<file path="config.mk">
export PLATFORM = sky130hd
export DESIGN_NAME = tap_tempo_estimator_top
export DESIGN_NICKNAME = d
export VERILOG_FILES = /design/src/rtl/tte_pkg.sv /design/src/rtl/tap_tempo_estimator_top.sv
export VERILOG_INCLUDE_DIRS = /design/src /design/src/rtl
export SDC_FILE = /design/constraint.sdc
export NUM_CORES = 1
export LEC_CHECK = 0
export BUFFER_PORTS_ARGS = -buffer_cell sky130_fd_sc_hd__buf_2
export CAP_MARGIN = 10
export CORE_MARGIN = 2
export CORE_UTILIZATION = 60
export CTS_CLUSTER_DIAMETER = 200
export DETAILED_ROUTE_END_ITERATION = 8
export PLACE_DENSITY = 0.85
export SYNTH_ARGS = -nofsm -noshare
export SYNTH_HDL_FRONTEND = slang
export SYNTH_SLANG_ARGS = --single-unit
</file>
<file path="constraint.sdc">
create_clock -name clk_i -period 6.4 [get_ports clk_i]
set_input_delay 0.32 -clock clk_i [delete_from_list [all_inputs] [get_ports clk_i]]
set_output_delay 0.32 -clock clk_i [all_outputs]
set_load 0.1 [all_outputs]
</file>
<file path="src/rtl/tap_tempo_estimator_top_assert.svh">
// ----------------------------------------------------------------------------
// Tap tempo estimator assertion macros
// Concurrent check wrappers, empty when SYNTHESIS is defined.
// ----------------------------------------------------------------------------
`ifndef TAP_TEMPO_ESTIMATOR_TOP_ASSERT_SVH
`define TAP_TEMPO_ESTIMATOR_TOP_ASSERT_SVH
`ifndef SYNTHESIS
// checked only out of reset
`define TTE_ASSERT(lbl, prop) \
  lbl: assert property (@(posedge clk_i) disable iff (!rst_ni) prop) \
    else $error("tap tempo assertion failed");
// checked during reset too
`define TTE_ASSERT_ALWAYS(lbl, prop) \
  lbl: assert property (@(posedge clk_i) prop) \
    else $error("tap tempo assertion failed");
`else
`define TTE_ASSERT(lbl, prop)
`define TTE_ASSERT_ALWAYS(lbl, prop)
`endif
`endif

</file>
<file path="src/rtl/tte_pkg.sv">
// ----------------------------------------------------------------------------
// tte_pkg
// Types and constants of the tap tempo estimator.
// ----------------------------------------------------------------------------
`default_nettype none

package tte_pkg;

  localparam int unsigned COUNT_BITS_DEF = 16;
  localparam int unsigned PADDR_W        = 3;
  localparam int unsigned PDATA_W        = 32;

  localparam logic [15:0] BPM_NUMERATOR  = 16'd60000;
  localparam logic [7:0]  BPM_MAX        = 8'd240;
  localparam logic [15:0] MAX_GAP_RESET  = 16'd1500;
  localparam logic [15:0] MIN_GAP_RESET  = 16'd250;

  // register indexes (paddr[2])
  localparam logic REG_MAX_GAP = 1'b0;
  localparam logic REG_MIN_GAP = 1'b1;

  typedef enum logic [2:0] {
    ST_IDLE,
    ST_EVAL,
    ST_MUL,
    ST_DIV,
    ST_DONE
  } tte_state_e;

endpackage

`default_nettype wire

</file>
<file path="src/rtl/tap_tempo_estimator_top.sv">
// ----------------------------------------------------------------------------
// tap_tempo_estimator_top
// Tap tempo estimator: tap gaps are averaged and turned into BPM with a
// restoring divider.
//
//   channel | dir | handshake                 | payload
//   --------+-----+---------------------------+--------------------------------
//   in      | in  | in_valid_i / in_ready_o   | in_op_i, in_now_ms_i
//   out     | out | out_valid_o / out_ready_i | out_tempo_set_o, out_ext_clk_o, _bpm_o
//   cfg     | in  | APB psel/penable/pwrite   | paddr, pwdata, prdata
//
// A tap that sets a tempo goes through accept, evaluate, multiply, the divider
// (one quotient bit per cycle, skipped when the gap sum is zero) and output.
// Any other word goes from evaluate straight to output. in_ready_o is high
// only while the sequencer is idle; a finished word waits in the output register,
// and the sequencer holds in its output state only if that register is still full.
// Reset is asynchronous and needs no clearing pass.
// ----------------------------------------------------------------------------
`default_nettype none

module tap_tempo_estimator_top #(
  parameter int unsigned COUNT_BITS = tte_pkg::COUNT_BITS_DEF
) (
  input  wire logic                        clk_i,
  input  wire logic                        rst_ni,
  // input words
  input  wire logic                        in_valid_i,
  output logic                             in_ready_o,
  input  wire logic                        in_op_i,
  input  wire logic [31:0]                 in_now_ms_i,
  // result words
  output logic                             out_valid_o,
  input  wire logic                        out_ready_i,
  output logic                             out_tempo_set_o,
  output logic                             out_ext_clk_o,
  output logic [7:0]                       out_tempo_bpm_o,
  // configuration
  input  wire logic                        psel,
  input  wire logic                        penable,
  input  wire logic                        pwrite,
  input  wire logic [tte_pkg::PADDR_W-1:0] paddr,
  input  wire logic [tte_pkg::PDATA_W-1:0] pwdata,
  output logic [tte_pkg::PDATA_W-1:0]      prdata,
  output logic                             pready
);

  import tte_pkg::*;

`include "tap_tempo_estimator_top_assert.svh"

  localparam int unsigned PROD_W = COUNT_BITS + 16;
  localparam int unsigned CNT_W  = $clog2(PROD_W);

  tte_state_e state_q, state_d;

  logic [15:0]           max_gap_q, min_gap_q;
  logic [31:0]           now_q, now_d;
  logic                  op_q, op_d;
  logic [31:0]           delta_q, delta_d;
  logic [31:0]           last_q, last_d;
  logic [COUNT_BITS-1:0] count_q, count_d;
  logic [31:0]           sum_q, sum_d;
  logic                  resolved_q, resolved_d;
  logic [PROD_W-1:0]     num_q, num_d;
  logic [31:0]           rem_q, rem_d;
  logic [CNT_W-1:0]      cnt_q, cnt_d;
  logic                  res_set_q, res_set_d;
  logic                  res_ext_q, res_ext_d;
  logic                  res_tap_q, res_tap_d;
  logic                  out_valid_q, out_valid_d;
  logic                  out_set_q, out_set_d;
  logic                  out_ext_q, out_ext_d;
  logic [7:0]            out_bpm_q, out_bpm_d;

  logic                  in_acc;
  logic                  short_gap;
  logic                  stale;
  logic [31:0]           gap;
  logic [32:0]           sum_ext;
  logic [32:0]           rem_sh;
  logic [32:0]           rem_sub;
  logic [7:0]            bpm_sat;

  // configuration port
  assign pready = 1'b1;

  always_ff @(posedge clk_i or negedge rst_ni) begin
    if (!rst_ni) begin
      max_gap_q <= MAX_GAP_RESET;
      min_gap_q <= MIN_GAP_RESET;
    end else if (psel && penable && pwrite) begin
      case (paddr[2])
        REG_MAX_GAP: max_gap_q <= pwdata[15:0];
        REG_MIN_GAP: min_gap_q <= pwdata[15:0];
        default:     max_gap_q <= max_gap_q;
      endcase
    end
  end

  always_comb begin
    case (paddr[2])
      REG_MAX_GAP: prdata = {16'b0, max_gap_q};
      REG_MIN_GAP: prdata = {16'b0, min_gap_q};
      default:     prdata = '0;
    endcase
  end

  // datapath terms
  assign in_ready_o = (state_q == ST_IDLE);
  assign in_acc     = in_valid_i && in_ready_o;
  assign short_gap  = delta_q < {16'b0, max_gap_q};
  assign stale      = delta_q > {15'b0, max_gap_q, 1'b0};
  assign gap        = (delta_q < {16'b0, min_gap_q}) ? {16'b0, min_gap_q} : delta_q;
  assign sum_ext    = {1'b0, sum_q} + {1'b0, gap};
  assign rem_sh     = {rem_q, num_q[PROD_W-1]};
  assign rem_sub    = rem_sh - {1'b0, sum_q};
  assign bpm_sat    = (num_q > PROD_W'(BPM_MAX)) ? BPM_MAX : num_q[7:0];

  always_ff @(posedge clk_i or negedge rst_ni) begin
    if (!rst_ni) begin
      state_q     <= ST_IDLE;
      last_q      <= '0;
      count_q     <= '0;
      sum_q       <= '0;
      resolved_q  <= 1'b1;
      out_valid_q <= 1'b0;
    end else begin
      state_q     <= state_d;
      last_q      <= last_d;
      count_q     <= count_d;
      sum_q       <= sum_d;
      resolved_q  <= resolved_d;
      out_valid_q <= out_valid_d;
    end
  end

  always_ff @(posedge clk_i) begin
    now_q     <= now_d;
    op_q      <= op_d;
    delta_q   <= delta_d;
    num_q     <= num_d;
    rem_q     <= rem_d;
    cnt_q     <= cnt_d;
    res_set_q <= res_set_d;
    res_ext_q <= res_ext_d;
    res_tap_q <= res_tap_d;
    out_set_q <= out_set_d;
    out_ext_q <= out_ext_d;
    out_bpm_q <= out_bpm_d;
  end

  always_comb begin
    state_d     = state_q;
    now_d       = now_q;
    op_d        = op_q;
    delta_d     = delta_q;
    last_d      = last_q;
    count_d     = count_q;
    sum_d       = sum_q;
    resolved_d  = resolved_q;
    num_d       = num_q;
    rem_d       = rem_q;
    cnt_d       = cnt_q;
    res_set_d   = res_set_q;
    res_ext_d   = res_ext_q;
    res_tap_d   = res_tap_q;
    out_valid_d = out_valid_q && !out_ready_i;
    out_set_d   = out_set_q;
    out_ext_d   = out_ext_q;
    out_bpm_d   = out_bpm_q;

    case (state_q)
      ST_IDLE: begin
        if (in_acc) begin
          op_d    = in_op_i;
          now_d   = in_now_ms_i;
          delta_d = in_now_ms_i - last_q;
          state_d = ST_EVAL;
        end
      end
      ST_EVAL: begin
        res_set_d = 1'b0;
        res_ext_d = 1'b0;
        res_tap_d = 1'b0;
        state_d   = ST_DONE;
        if (op_q) begin
          last_d = now_q;
          if (short_gap) begin
            if (count_q != '1) begin
              count_d = count_q + 1'b1;
              sum_d   = sum_ext[32] ? '1 : sum_ext[31:0];
            end
            resolved_d = 1'b1;
            res_set_d  = 1'b1;
            res_tap_d  = 1'b1;
            state_d    = ST_MUL;
          end else begin
            resolved_d = 1'b0;
            count_d    = '0;
            sum_d      = '0;
          end
        end else if (!resolved_q && stale) begin
          res_set_d  = 1'b1;
          res_ext_d  = 1'b1;
          resolved_d = 1'b1;
        end
      end
      ST_MUL: begin
        rem_d = '0;
        cnt_d = CNT_W'(PROD_W - 1);
        if (sum_q == '0) begin
          num_d   = PROD_W'(BPM_MAX);
          state_d = ST_DONE;
        end else begin
          num_d   = PROD_W'(count_q) * PROD_W'(BPM_NUMERATOR);
          state_d = ST_DIV;
        end
      end
      ST_DIV: begin
        // restoring divide, quotient bits shift in where numerator bits leave
        if (!rem_sub[32]) begin
          rem_d = rem_sub[31:0];
          num_d = {num_q[PROD_W-2:0], 1'b1};
        end else begin
          rem_d = rem_sh[31:0];
          num_d = {num_q[PROD_W-2:0], 1'b0};
        end
        cnt_d = cnt_q - 1'b1;
        if (cnt_q == '0) begin
          state_d = ST_DONE;
        end
      end
      ST_DONE: begin
        if (!out_valid_q || out_ready_i) begin
          out_valid_d = 1'b1;
          out_set_d   = res_set_q;
          out_ext_d   = res_ext_q;
          out_bpm_d   = res_tap_q ? bpm_sat : 8'd0;
          state_d     = ST_IDLE;
        end
      end
      default: state_d = ST_IDLE;
    endcase
  end

  assign out_valid_o     = out_valid_q;
  assign out_tempo_set_o = out_set_q;
  assign out_ext_clk_o   = out_ext_q;
  assign out_tempo_bpm_o = out_bpm_q;

  `TTE_ASSERT(a_ext_bpm, out_valid_o && out_ext_clk_o |-> out_tempo_set_o && out_tempo_bpm_o == '0)
  `TTE_ASSERT(a_bpm_range, out_valid_o |-> out_tempo_bpm_o <= BPM_MAX)
  `TTE_ASSERT(a_accept_eval, in_valid_i && in_ready_o |=> state_q == ST_EVAL)
  `TTE_ASSERT_ALWAYS(a_rem_below_sum, state_q == ST_DIV |-> rem_q < sum_q)

endmodule

`default_nettype wire

</file>
== Yosys cells after proc, flatten, opt, wreduce, memory -nomap -nowiden ==
Cells that the tools add are included.

* Multipliers: 1
* Add/sub/neg operators: 5
* Order comparisons: 4
* Bitwise operators: 2
* Equal/unequal tests: 9
* Muxes and demuxes: 28
* Reduce and logical (&&, ||, !) cells: 23

{| class="wikitable"
|+ Operator list
! kind !! count
|-
| 2-to-1 mux 32 bit || 6
|-
| one-hot mux 32 bit (2 select lines) || 3
|-
| less-than comparator 32 x 16 -> 1 bit || 2
|-
| adder 32 x 32 -> 33 bit || 1
|-
| subtractor 33 x 32 -> 33 bit || 1
|-
| greater-than comparator 32 x 17 -> 1 bit || 1
|-
| greater-than comparator 32 x 8 -> 1 bit, second input constant || 1
|-
| zero test 32 bit || 1
|-
| 2-to-1 mux 16 bit || 2
|-
| subtractor 32 bit || 1
|-
| multiplier 16 x 11 -> 27 bit, second input constant || 1
|-
| 2-to-1 mux 3 bit || 6
|-
| adder 16 x 1 -> 16 bit, second input constant || 1
|-
| inequality test 16 bit, second input constant || 1
|-
| one-hot mux 3 bit (5 select lines) || 1
|-
| AND reduction 2 bit || 6
|-
| one-hot mux 5 bit (2 select lines) || 1
|-
| 2-to-1 mux 1 bit || 8
|-
| 2-to-1 mux 8 bit || 1
|-
| equality test 3 x 2 -> 1 bit, second input constant || 2
|-
| AND reduction 3 bit || 2
|-
| logical AND 1 bit || 5
|-
| zero test 5 bit || 1
|-
| subtractor 5 x 1 -> 5 bit, second input constant || 1
|-
| 10 further kinds || 16
|}

* Register bits: 264
* Output and inout bits: 45
* Input bits: 75

== Longest topological paths before layout ==
Gate-level depths: netlist (run 1).

* Depth after elaboration: 6
* Depth in mapped cells: 27
* Depth with buffers taken out: 24

== Least setup slack after synthesis (run 1) ==
OpenSTA, ideal clock, no wires.

* Path kind: flip-flop to flip-flop
* Start point: register count_q[5]
* End point: register num_q[30], data pin
* Setup slack: 974 ps
* Clock period less this slack: 5,426 ps
* Stages on the path, launching flop included: 20
* Setup time: 256 ps
* Arrival time: 5,169 ps
* Buffers on the path: 0
* Data required time: 6,144 ps
* Cell sequence: dfrtp_1 inv_1 fa_1 inv_1 fa_1 fa_1 inv_1 fa_1 fa_1 inv_1 ha_1 a21o_1 a21oi_1 o21ai_0 a31oi_1 nor3_1 a2111oi_4 a21oi_1 xor2_1 a22o_1

* Word-level cells in the longest chain between the ends: 3

{| class="wikitable"
|+ Ends and longest elaborated chain
! item !! line !! source
|-
| from (decl) || tap_tempo_estimator_top.sv:61 || <nowiki>logic [COUNT_BITS-1:0] count_q, count_d;</nowiki>
|-
| from (signal assigned) || tap_tempo_estimator_top.sv:130 || <nowiki>count_q <= count_d;</nowiki>
|-
| multiplier 16 x 11 -> 27 bit || tap_tempo_estimator_top.sv:215 || <nowiki>num_d = PROD_W'(count_q) * PROD_W'(BPM_NUMERATOR);</nowiki>
|-
| 2-to-1 mux 32 bit || tap_tempo_estimator_top.sv:211 || <nowiki>if (sum_q == '0) begin</nowiki>
|-
| one-hot mux 32 bit (2 select lines) || tap_tempo_estimator_top.sv:172 || <nowiki>case (state_q)</nowiki>
|-
| via num_d[30] || tap_tempo_estimator_top.sv:64 || <nowiki>logic [PROD_W-1:0] num_q, num_d;</nowiki>
|-
| to (signal assigned) || tap_tempo_estimator_top.sv:141 || <nowiki>num_q <= num_d;</nowiki>
|-
| to (decl) || tap_tempo_estimator_top.sv:64 ||
|}

The timed path passes the listed nets, and every way through them passes these cells.
A chain may end at the register's enable or synchronous reset.

== Worst setup path after layout (run 1) ==
* Start point: register count_q[3]
* End point: register num_q[30], data pin

The elaborated chain is that of the path after synthesis.

==> metrics.txt, run 1 <==
status=completed; Gate Count Post-Synth=2044; Clock Path Buffers=3; hpwl dp=33800 um; WL final=45300 um; Total GRT Usage=0.263; DP Cell Count=2510; fin crit share=0.920; number of vias per cell=5.86; critical path peak fanout=5; Tmin final=5.89 ns; post-route setup TNS=0 ns; endpoints failing hold=0; Tightest Pin Transition=1.05 ns; Leak=0.0103 uW; DR iter-0 viols=1217; share of cells above drive strength 1=0.102; post-CTS setup buffer count=0; wire per inst=17.4 um; type of origin of the critical path=flop; Rel. slew slack=0.298; clock sink total=264; Req. time, crit path=6.70 ns; synth-to-layout area growth=10.4%; VDD IR-drop max=0.000324 V; Layout fillers=2465; gpl congestion=0.913; Largest stage delay, worst path=0.56 ns; die extent in x=187 um; final std cells w/o fill=2604; die area=34800 um^2; Initial Utilization=0.611; distinct cell type count after synthesis=82; fraction of registers with async set/reset=0.443; Nets=2494; critical path class=reg -> reg; Setup violations, final=0; Top FF cell, synth=edfxtp_1; DRC=0; global route overflow=0; vias in the first global route=15479; Crit path top cell by count=fa_1; P per Cell Area=269 nW/um^2; Crit-path slowest cell=fa_1; largest net degree at the start of global routing=74; drt pass-1 iters=7; root buf cell=clkbuf_16; Die Y-Extent=187 um; Hold Path Class=in -> reg; Routed Antenna Nets=0; CTS buffer count=30; Yosys Warn Count=0; area taken by multi-input logic gates=11500 um^2; clk_lat worst skew=0.56 ns; Worst Setup End Kind=flop; H-tree depth=1; FP Rows=66; core area=32700 um^2; Worst Skew=0.0228 ns; fmax=170 MHz; CP arrival=6.19 ns; IO buf count=84; sequential cell area=7360 um^2; post-synthesis register bit count=264; RSZ-0062 raised after global routing=false; sequential area share after synthesis=0.368; antenna violations before repair=1; first-pass GRT wire length=76100 um; # IOs=120; CTS tree=done; Post-synth EDFFs=147; vias after detailed routing=15250; max cap viols=0; worst path cell trace=inv_1 -> fa_1 -> inv_1 -> fa_1 -> fa_1 -> inv_1 -> fa_1 -> fa_1 -> inv_1 -> ha_1 -> a21o_1 -> a21oi_1 -> o21ai_0 -> a31oi_1 -> nor3_1 -> a2111oi_4 -> a21oi_1 -> xor2_1 -> a22o_1; CTS clock-pin slew for the worst setup and hold paths=0.06 ns; max-slew violation count=0; Mean Syn Cell Area=9.78 um^2; Synth Cell Area=20000 um^2
## through the flow
stage,hold WS [ns],power (uW),worst slack (ns),util,cell area (um^2)
2_1_floorplan,0.0244,3780,0.974,-,20100
3_3_place_gp,0.406,4120,0.622,0.633,20700
3_5_place_dp,0.405,4220,0.519,0.633,20700
4_1_cts,0.00122,5930,0.489,0.675,22100
5_1_grt,0.00982,6260,0.182,0.675,22100
6_report,0.0131,5940,0.513,0.675,22100
## cell type report
type                    count  area share
flip-flops and latches    264       0.333
multi-input cells        1493       0.520
diodes                      1    0.000113
clock buffers              45      0.0408
well taps                 442      0.0251
repair buffers            133      0.0400
inverters                 215      0.0366
clock inverters            11     0.00397
## metal layers
layer / track usage / share of wire / vias up
li1: - / - / 7364
met1: 0.359 / 0.44 / 7287
met2: 0.439 / 0.47 / 495
met3: 0.0371 / 0.058 / 104
met4: 0.0751 / 0.028 / 0
met5: 0 / 0 / -
## logic make-up after synthesis
kind of cell / count (synthesis) / synth area share
AOI/OAI and AO/OA: 485 / 0.157
xor gates and xnor gates: 116 / 0.0512
adders and majority gates: 282 / 0.201
buffers and inverters: 302 / 0.0619
DFF: 264 / 0.368
muxes: 79 / 0.0427
other: 2 / 0.000376
and+or+nand+nor: 514 / 0.118
## synth_stat cells, drive strengths merged (4+ instances only)
master / count / area, um^2
or3: 8 / 50.1
nand3: 29 / 145
o21bai: 20 / 150
nand2b: 16 / 100
nand2: 197 / 742
ha: 218 / 2730
or2: 6 / 37.5
o2111ai: 4 / 35.0
a31oi: 18 / 128
nor2: 131 / 492
o21a: 20 / 150
a2111oi: 6 / 78.8
o31ai: 17 / 128
nand4: 22 / 138
dfstp: 14 / 368
nor3: 19 / 95.1
and2: 14 / 87.6
nor2b: 18 / 113
and3: 19 / 119
dfrtp: 103 / 2580
clkbuf: 59 / 223
a22o: 16 / 140
nand3b: 4 / 30.0
fa: 64 / 1280
xnor2: 87 / 769
mux2i: 29 / 290
o211ai: 12 / 95.1
a211oi: 8 / 60.1
mux2: 50 / 563
inv: 215 / 807
a21o: 73 / 548
a21oi: 117 / 593
buf: 28 / 208
edfxtp: 147 / 4410
o21ai: 138 / 691
xor2: 29 / 254
nor4: 22 / 138
## flip-flops by register name (all words and copies together) (netlist names)
name,cells
max_gap_q,16
last_q,32
now_q,32
res_set_q,1
out_tempo_bpm_o,8
num_q,32
sum_q,32
out_ext_clk_o,1
op_q,1
out_tempo_set_o,1
out_valid_o,1
rem_q,32
cnt_q,5
res_tap_q,1
count_q,16
resolved_q,1
min_gap_q,16
delta_q,32
res_ext_q,1
state_q,3
## cells in the final DEF (no fill, tap or decap), types with 16 or more instances in the layout
cell type	count
inv_1	215
mux2_2	42
a22o_1	16
buf_2	83
o21ai_0	129
a31oi_1	17
dlygate4sd3_1	37
clkbuf_16	33
a21oi_1	115
ha_1	218
nand3_1	29
dfrtp_1	103
fa_1	64
a21o_1	73
mux2i_1	29
edfxtp_1	147
nand2b_1	16
nand2_1	196
and3_1	19
nor2b_1	17
nor4_1	22
nor2_1	131
conb_1	17
xnor2_1	86
nand4_1	22
o21a_1	20
nor3_1	19
o21bai_1	20
xor2_1	29
o31ai_1	17
## worst max-delay path, delay by kind of cell (launching register included)
family                     cells  cell delay (ns)
AOI/OAI and AO/OA              7             1.69
xor gates and xnor gates       1             0.16
adders and majority gates      6             2.89
buffers and inverters          4             0.33
DFF                            1             0.44
and+or+nand+nor                1             0.13
## worst paths after layout
path | start | endpoint | slack (ns) | depth (start not counted)
worst min-delay path | pwdata[8] | min_gap_q[8] | 0.01 | 2
worst max register to register | count_q[3] | num_q[30] | 0.51 | 19
min in group asynchronous | rst_ni | max_gap_q[11] | 0.35 | 2
worst max-delay path | count_q[3] | num_q[30] | 0.51 | 19
worst min register to register | res_set_q | out_tempo_set_o | 0.42 | 0
max in group asynchronous | rst_ni | out_valid_o | 4.73 | 3
## report_power, final
part	leakage, uW	internal, uW	switching, uW	total [uW]
sequential	0.00279	2110	164	2280
clock	0.000481	1010	677	1690
combinational	0.00704	744	1230	1980
total	0.0103	3870	2070	5940
## repair_timing
item                      in CTS  in global routing
hold endpoints to repair      92                  0
gates resized for setup        0                  0
hold buffers                  37                  0
Power figures use the tool's default switching activity.
==> run 2, diff against run 1 <==
--- a/config.mk
+++ b/config.mk
@@ -6,12 +6,13 @@
 export SDC_FILE = /design/constraint.sdc
 export NUM_CORES = 1
 export LEC_CHECK = 0
-export BUFFER_PORTS_ARGS = -buffer_cell sky130_fd_sc_hd__buf_2
+export BUFFER_PORTS_ARGS = -buffer_cell sky130_fd_sc_hd__buf_4
 export CAP_MARGIN = 10
 export CORE_MARGIN = 2
 export CORE_UTILIZATION = 60
 export CTS_CLUSTER_DIAMETER = 200
 export DETAILED_ROUTE_END_ITERATION = 8
+export HOLD_SLACK_MARGIN = 0.12
 export PLACE_DENSITY = 0.85
 export SYNTH_ARGS = -nofsm -noshare
 export SYNTH_HDL_FRONTEND = slang
==> run 2 against run 1 <==
  * Combinational power increased by 3%
  * Flip-flop and latch count unchanged
  * Maximum frequency is essentially flat
  * Count of clock-buffer cells in the layout is 3 lower
  * Critical endpoint unchanged
  * Largest power group unchanged
  * Utilization rose by 1.0 points
  * Final cell count up 0.42%
  * Sequential power about the same
  * Via count increased by 0.99%
  * First-iteration DRC count grew 3.2%
  * Register-to-register slack is essentially flat
==> metrics.txt, run 2 (synthesis gave the netlist of run 1 again) <==
post-CTS setup buffer count=0; Req. time, crit path=6.71 ns; antenna violations before repair=0; gpl congestion=0.921; CP arrival=6.19 ns; vias in the first global route=15488; type of origin of the critical path=flop; global route overflow=0; H-tree depth=1; share of cells above drive strength 1=0.101; root buf cell=clkbuf_16; CTS buffer count=29; fmax=170 MHz; endpoints failing hold=0; Routed Antenna Nets=0; max-slew violation count=0; critical path class=reg -> reg; Crit path top cell by count=fa_1; Worst Skew=0.0119 ns; drt pass-1 iters=5; Rel. slew slack=0.273; Worst Setup End Kind=flop; Initial Utilization=0.611; status=completed; antenna cells=0; most frequent cells in the layout=ha_1, inv_1, nand2_1; # IOs=120; Setup violations, final=0; hpwl dp=34000 um; Die Y-Extent=187 um; Nets=2508; worst path cell trace=inv_1 -> fa_1 -> inv_1 -> fa_1 -> fa_1 -> inv_1 -> fa_1 -> fa_1 -> inv_1 -> ha_1 -> a21o_1 -> a21oi_1 -> o21ai_0 -> a31oi_1 -> nor3_1 -> a2111oi_4 -> a21oi_1 -> xor2_1 -> a22o_1; hold slack=0.363 ns; DRC=0; fin crit share=0.920; die extent in x=187 um; Tmin final=5.89 ns; IO buf count=84; vias after detailed routing=15401; number of vias per cell=5.89; RSZ-0062 raised after global routing=false; Clock Path Buffers=3; FP Rows=66; core area=32700 um^2; WL final=46400 um; CTS-repair resized insts=0; Hold Path Class=in -> async; Tightest Pin Transition=1.09 ns; clk_lat worst skew=0.55 ns; Largest stage delay, worst path=0.51 ns; wire per inst=17.7 um; Total GRT Usage=0.268; die area=34800 um^2; max cap viols=0; CTS tree=done; Leak=0.0104 uW; CTS clock-pin slew for the worst setup and hold paths=0.06 ns; critical path peak fanout=5; most common cell after layout, fill and taps aside=ha_1; first-pass GRT wire length=77100 um; P per Cell Area=268 nW/um^2; clock sink total=264; largest net degree at the start of global routing=74; DR iter-0 viols=1256; Crit-path slowest cell=fa_1; VDD IR-drop max=0.000287 V; synth-to-layout area growth=12.1%; Pwr Total=6000 uW; post-route setup TNS=0 ns
## run 2: changes by cell type in the layout (fill, tap and decap cells not counted)
cell           delta
clkinvlp_4        -1
dlygate4sd3_1    +15
bufinv_16         +1
buf_2            -83
clkbuf_8          +3
clkinv_2          -1
buf_4            +83
clkinv_4          +1
inv_6             -1
inv_4             +1
clkbuf_16         -3
clkbuf_1          -3
diode_2           -1
## run 2: per-layer routing
layer / part of all wire / vias up / global-route usage
met3: 0.060 / 98 / 0.0444
li1: - / 7382 / -
met1: 0.45 / 7414 / 0.364
met4: 0.032 / 0 / 0.0839
met5: 0 / - / 0
met2: 0.46 / 507 / 0.442
## run 2: timing repair
action | CTS | global route
hold endpoints to repair | 119 | 0
hold buffers | 52 | 0
endpoints found under the setup margin | 0 | 0
## run 2: cell type report
class	count	area (um^2)
Fill cell	2364	10300
Multi-Input combinational cell	1493	11500
Timing Repair Buffer	148	1240
Inverter	215	807
Clock inverter	11	111
Clock buffer	42	856
Sequential cell	264	7360
Tap cell	442	553
## run 2: critical path: cells and delay by family, from the launching register on
kind | cells | cell delay [ns]
AO/OA/AOI/OAI | 7 | 1.71
XOR/XNOR | 1 | 0.16
adder cells (fa/ha/maj) | 6 | 2.82
buffers and inverters | 4 | 0.34
flip-flops | 1 | 0.46
AND/OR/NAND/NOR | 1 | 0.14
## run 2: metrics by stage
step	area, um^2	setup slack [ns]	std cells	utilization
6_report	22400	0.513	2615	0.685
2_1_floorplan	20100	0.974	2059	-
3_5_place_dp	20900	0.554	2510	0.640
3_3_place_gp	20900	0.577	2510	0.640
5_1_grt	22400	0.172	2615	0.685
4_1_cts	22400	0.525	2615	0.685
## run 2: path summary, 6_finish.rpt
| path | to | startpoint | slack [ns] | cells after the start |
|---|---|---|---|---|
| max | num_q[30] | count_q[5] | 0.51 | 19 |
| min | max_gap_q[12] | rst_ni | 0.36 | 2 |
| max reg2reg | num_q[30] | count_q[5] | 0.51 | 19 |
| min reg2reg | out_tempo_set_o | res_set_q | 0.42 | 0 |
| max in group asynchronous | sum_q[29] | rst_ni | 4.71 | 3 |
| min in group clk_i | out_tempo_set_o | res_set_q | 0.42 | 0 |
## run 2: where the power goes
part           leakage, uW  internal [uW]  total, uW  switching (uW)
Clock             0.000476           1010       1680             673
Sequential         0.00279           2110       2280             166
Combinational      0.00717            780       2040            1260
Total               0.0104           3900       6000            2100
==> run 3, diff against run 2 <==
--- a/config.mk
+++ b/config.mk
@@ -8,12 +8,14 @@
 export LEC_CHECK = 0
 export BUFFER_PORTS_ARGS = -buffer_cell sky130_fd_sc_hd__buf_4
 export CAP_MARGIN = 10
+export CELL_PAD_IN_SITES_DETAIL_PLACEMENT = 1
+export CELL_PAD_IN_SITES_GLOBAL_PLACEMENT = 1
 export CORE_MARGIN = 2
-export CORE_UTILIZATION = 60
+export CORE_UTILIZATION = 49
 export CTS_CLUSTER_DIAMETER = 200
 export DETAILED_ROUTE_END_ITERATION = 8
 export HOLD_SLACK_MARGIN = 0.12
-export PLACE_DENSITY = 0.85
+export PLACE_DENSITY = 0.87
 export SYNTH_ARGS = -nofsm -noshare
 export SYNTH_HDL_FRONTEND = slang
 export SYNTH_SLANG_ARGS = --single-unit
==> run 3 against run 2 <==
  * Maximum frequency down 2.8%
  * Global-route usage up 0.89 points
  * Sequential power about the same
==> metrics.txt, run 3 (synthesis gave the netlist of run 1 again) <==
post-route setup TNS=0 ns; Worst Skew=0.0122 ns; vias after detailed routing=15829; # IOs=120; DR iter-0 viols=863; type of origin of the critical path=flop; clk_lat worst skew=0.57 ns; wire per inst=21.4 um; Clock Path Buffers=3; antenna violations before repair=1; Leak=0.0105 uW; synth-to-layout area growth=12.9%; number of vias per cell=5.84; core area=40600 um^2; fmax=165 MHz; Setup violations, final=0; critical path peak fanout=8; final std cells w/o fill=2710; IO buf count=84; antenna cells=0; post-CTS setup buffer count=0; clock sink total=264; Rel. slew slack=0.302; die area=42400 um^2; largest net degree at the start of global routing=74; CTS tree=done; endpoints failing hold=0; design area=22600 um^2; max-slew violation count=0; global route overflow=0; most common cell after layout, fill and taps aside=ha_1; sw frac=0.368; Total GRT Usage=0.277; Hold Path Class=in -> async; Routed Antenna Nets=0; DRC=0; Nets=2511; WL final=58000 um; critical path class=reg -> reg; Cell Int Power=3930 uW; VDD IR-drop max=0.000197 V; max cap viols=0; CTS clock-pin slew for the worst setup and hold paths=0.07 ns; logic gate share of total power=0.346; net switching power figure=2290 uW; H-tree depth=1; Flop pwr share=0.369; Worst Setup End Kind=flop; vias in the first global route=17311; root buf cell=clkbuf_16; RSZ-0062 raised after global routing=false; placed cell areas=21000 um^2; gpl congestion=0.879; Tmin final=6.06 ns; CTS buffer count=31; most frequent cells in the layout=ha_1, inv_1, nand2_1; P per Cell Area=276 nW/um^2; share of cells above drive strength 1=0.104; status=completed; Max Used Layer=met4; Die Y-Extent=206 um; fin crit share=0.947; Layout fillers=4536; FP Rows=74; CP arrival=6.39 ns; DP Cell Count=2601; Initial Utilization=0.493; met3 WL=2360 um; first-pass GRT wire length=92900 um; M1 wire length=24600 um; hpwl dp=41500 um; hold slack=0.401 ns; Req. time, crit path=6.73 ns; drt pass-1 iters=5; Tightest Pin Transition=1.04 ns; clock power share=0.285; die extent in x=206 um; met2 wire length=29200 um
-- run 3: changes by cell type in the layout (fill, tap and decap cells not counted), sizes merged --
cell / previous run / this run
buf: 96 / 97
inv: 217 / 216
clkinv: 6 / 10
clkbuf: 42 / 41
clkinvlp: 1 / 3
-- run 3: power groups by stage --
stage	Combinational (uW)	Clock (uW)	Sequential (uW)
after floorplan	1500	0	2280
after global placement	1900	0	2290
after detailed placement	2040	0	2310
after CTS	2100	1780	2280
after global routing	2330	1860	2310
final	2150	1770	2290
-- run 3: layout make-up --
cell class / count / area [um^2] / share of cell area
well taps: 532 / 666 / 0.0295
repair buffers: 149 / 1250 / 0.0553
multi-input cells: 1493 / 11500 / 0.509
flip-flops and latches: 264 / 7360 / 0.326
inverters: 215 / 807 / 0.0358
clock inverters: 16 / 138 / 0.00610
clock buffers: 41 / 865 / 0.0383
-- run 3: repair_timing --
action,CTS,global route
resized for setup,0,1
setup endpoints to repair,0,1
hold buffers,52,0
endpoints found under the hold margin,117,0
-- run 3: final timing paths --
check	start	to	slack [ns]	cells after the start
max	count_q[8]	num_q[31]	0.34	18
min	rst_ni	min_gap_q[11]	0.40	2
max reg2reg	count_q[8]	num_q[31]	0.34	18
min reg2reg	res_set_q	out_tempo_set_o	0.42	0
max in group asynchronous	rst_ni	state_q[1]	4.61	3
min in group clk_i	res_set_q	out_tempo_set_o	0.42	0
-- run 3: through the flow --
step	power [uW]	util	setup WS (ns)
6_report	6220	0.556	0.341
3_3_place_gp	4190	0.519	0.547
4_1_cts	6160	0.556	0.343
5_1_grt	6500	0.556	0.0386
3_5_place_dp	4350	0.519	0.379
2_1_floorplan	3780	-	0.974
-- run 3: worst max-delay path, stage by stage, from the launching register on --
cell,delay [ns]
dfrtp_1,0.68
fa_1,0.55
fa_1,0.63
fa_1,0.47
fa_1,0.53
inv_1,0.06
fa_1,0.42
inv_1,0.08
ha_1,0.32
a21oi_1,0.18
nor2b_1,0.05
o21ai_0,0.14
nand2b_1,0.09
a2111oi_0,0.72
and3b_1,0.26
nor4_1,0.05
a211oi_1,0.27
xnor2_1,0.11
a22o_1,0.20
-- run 3: per-layer routing --
layer  GRT usage  vias to the layer above
met5           0                        -
met4      0.0880                        0
met3      0.0341                      118
met2       0.497                      406
met1       0.345                     7929
li1            -                     7376
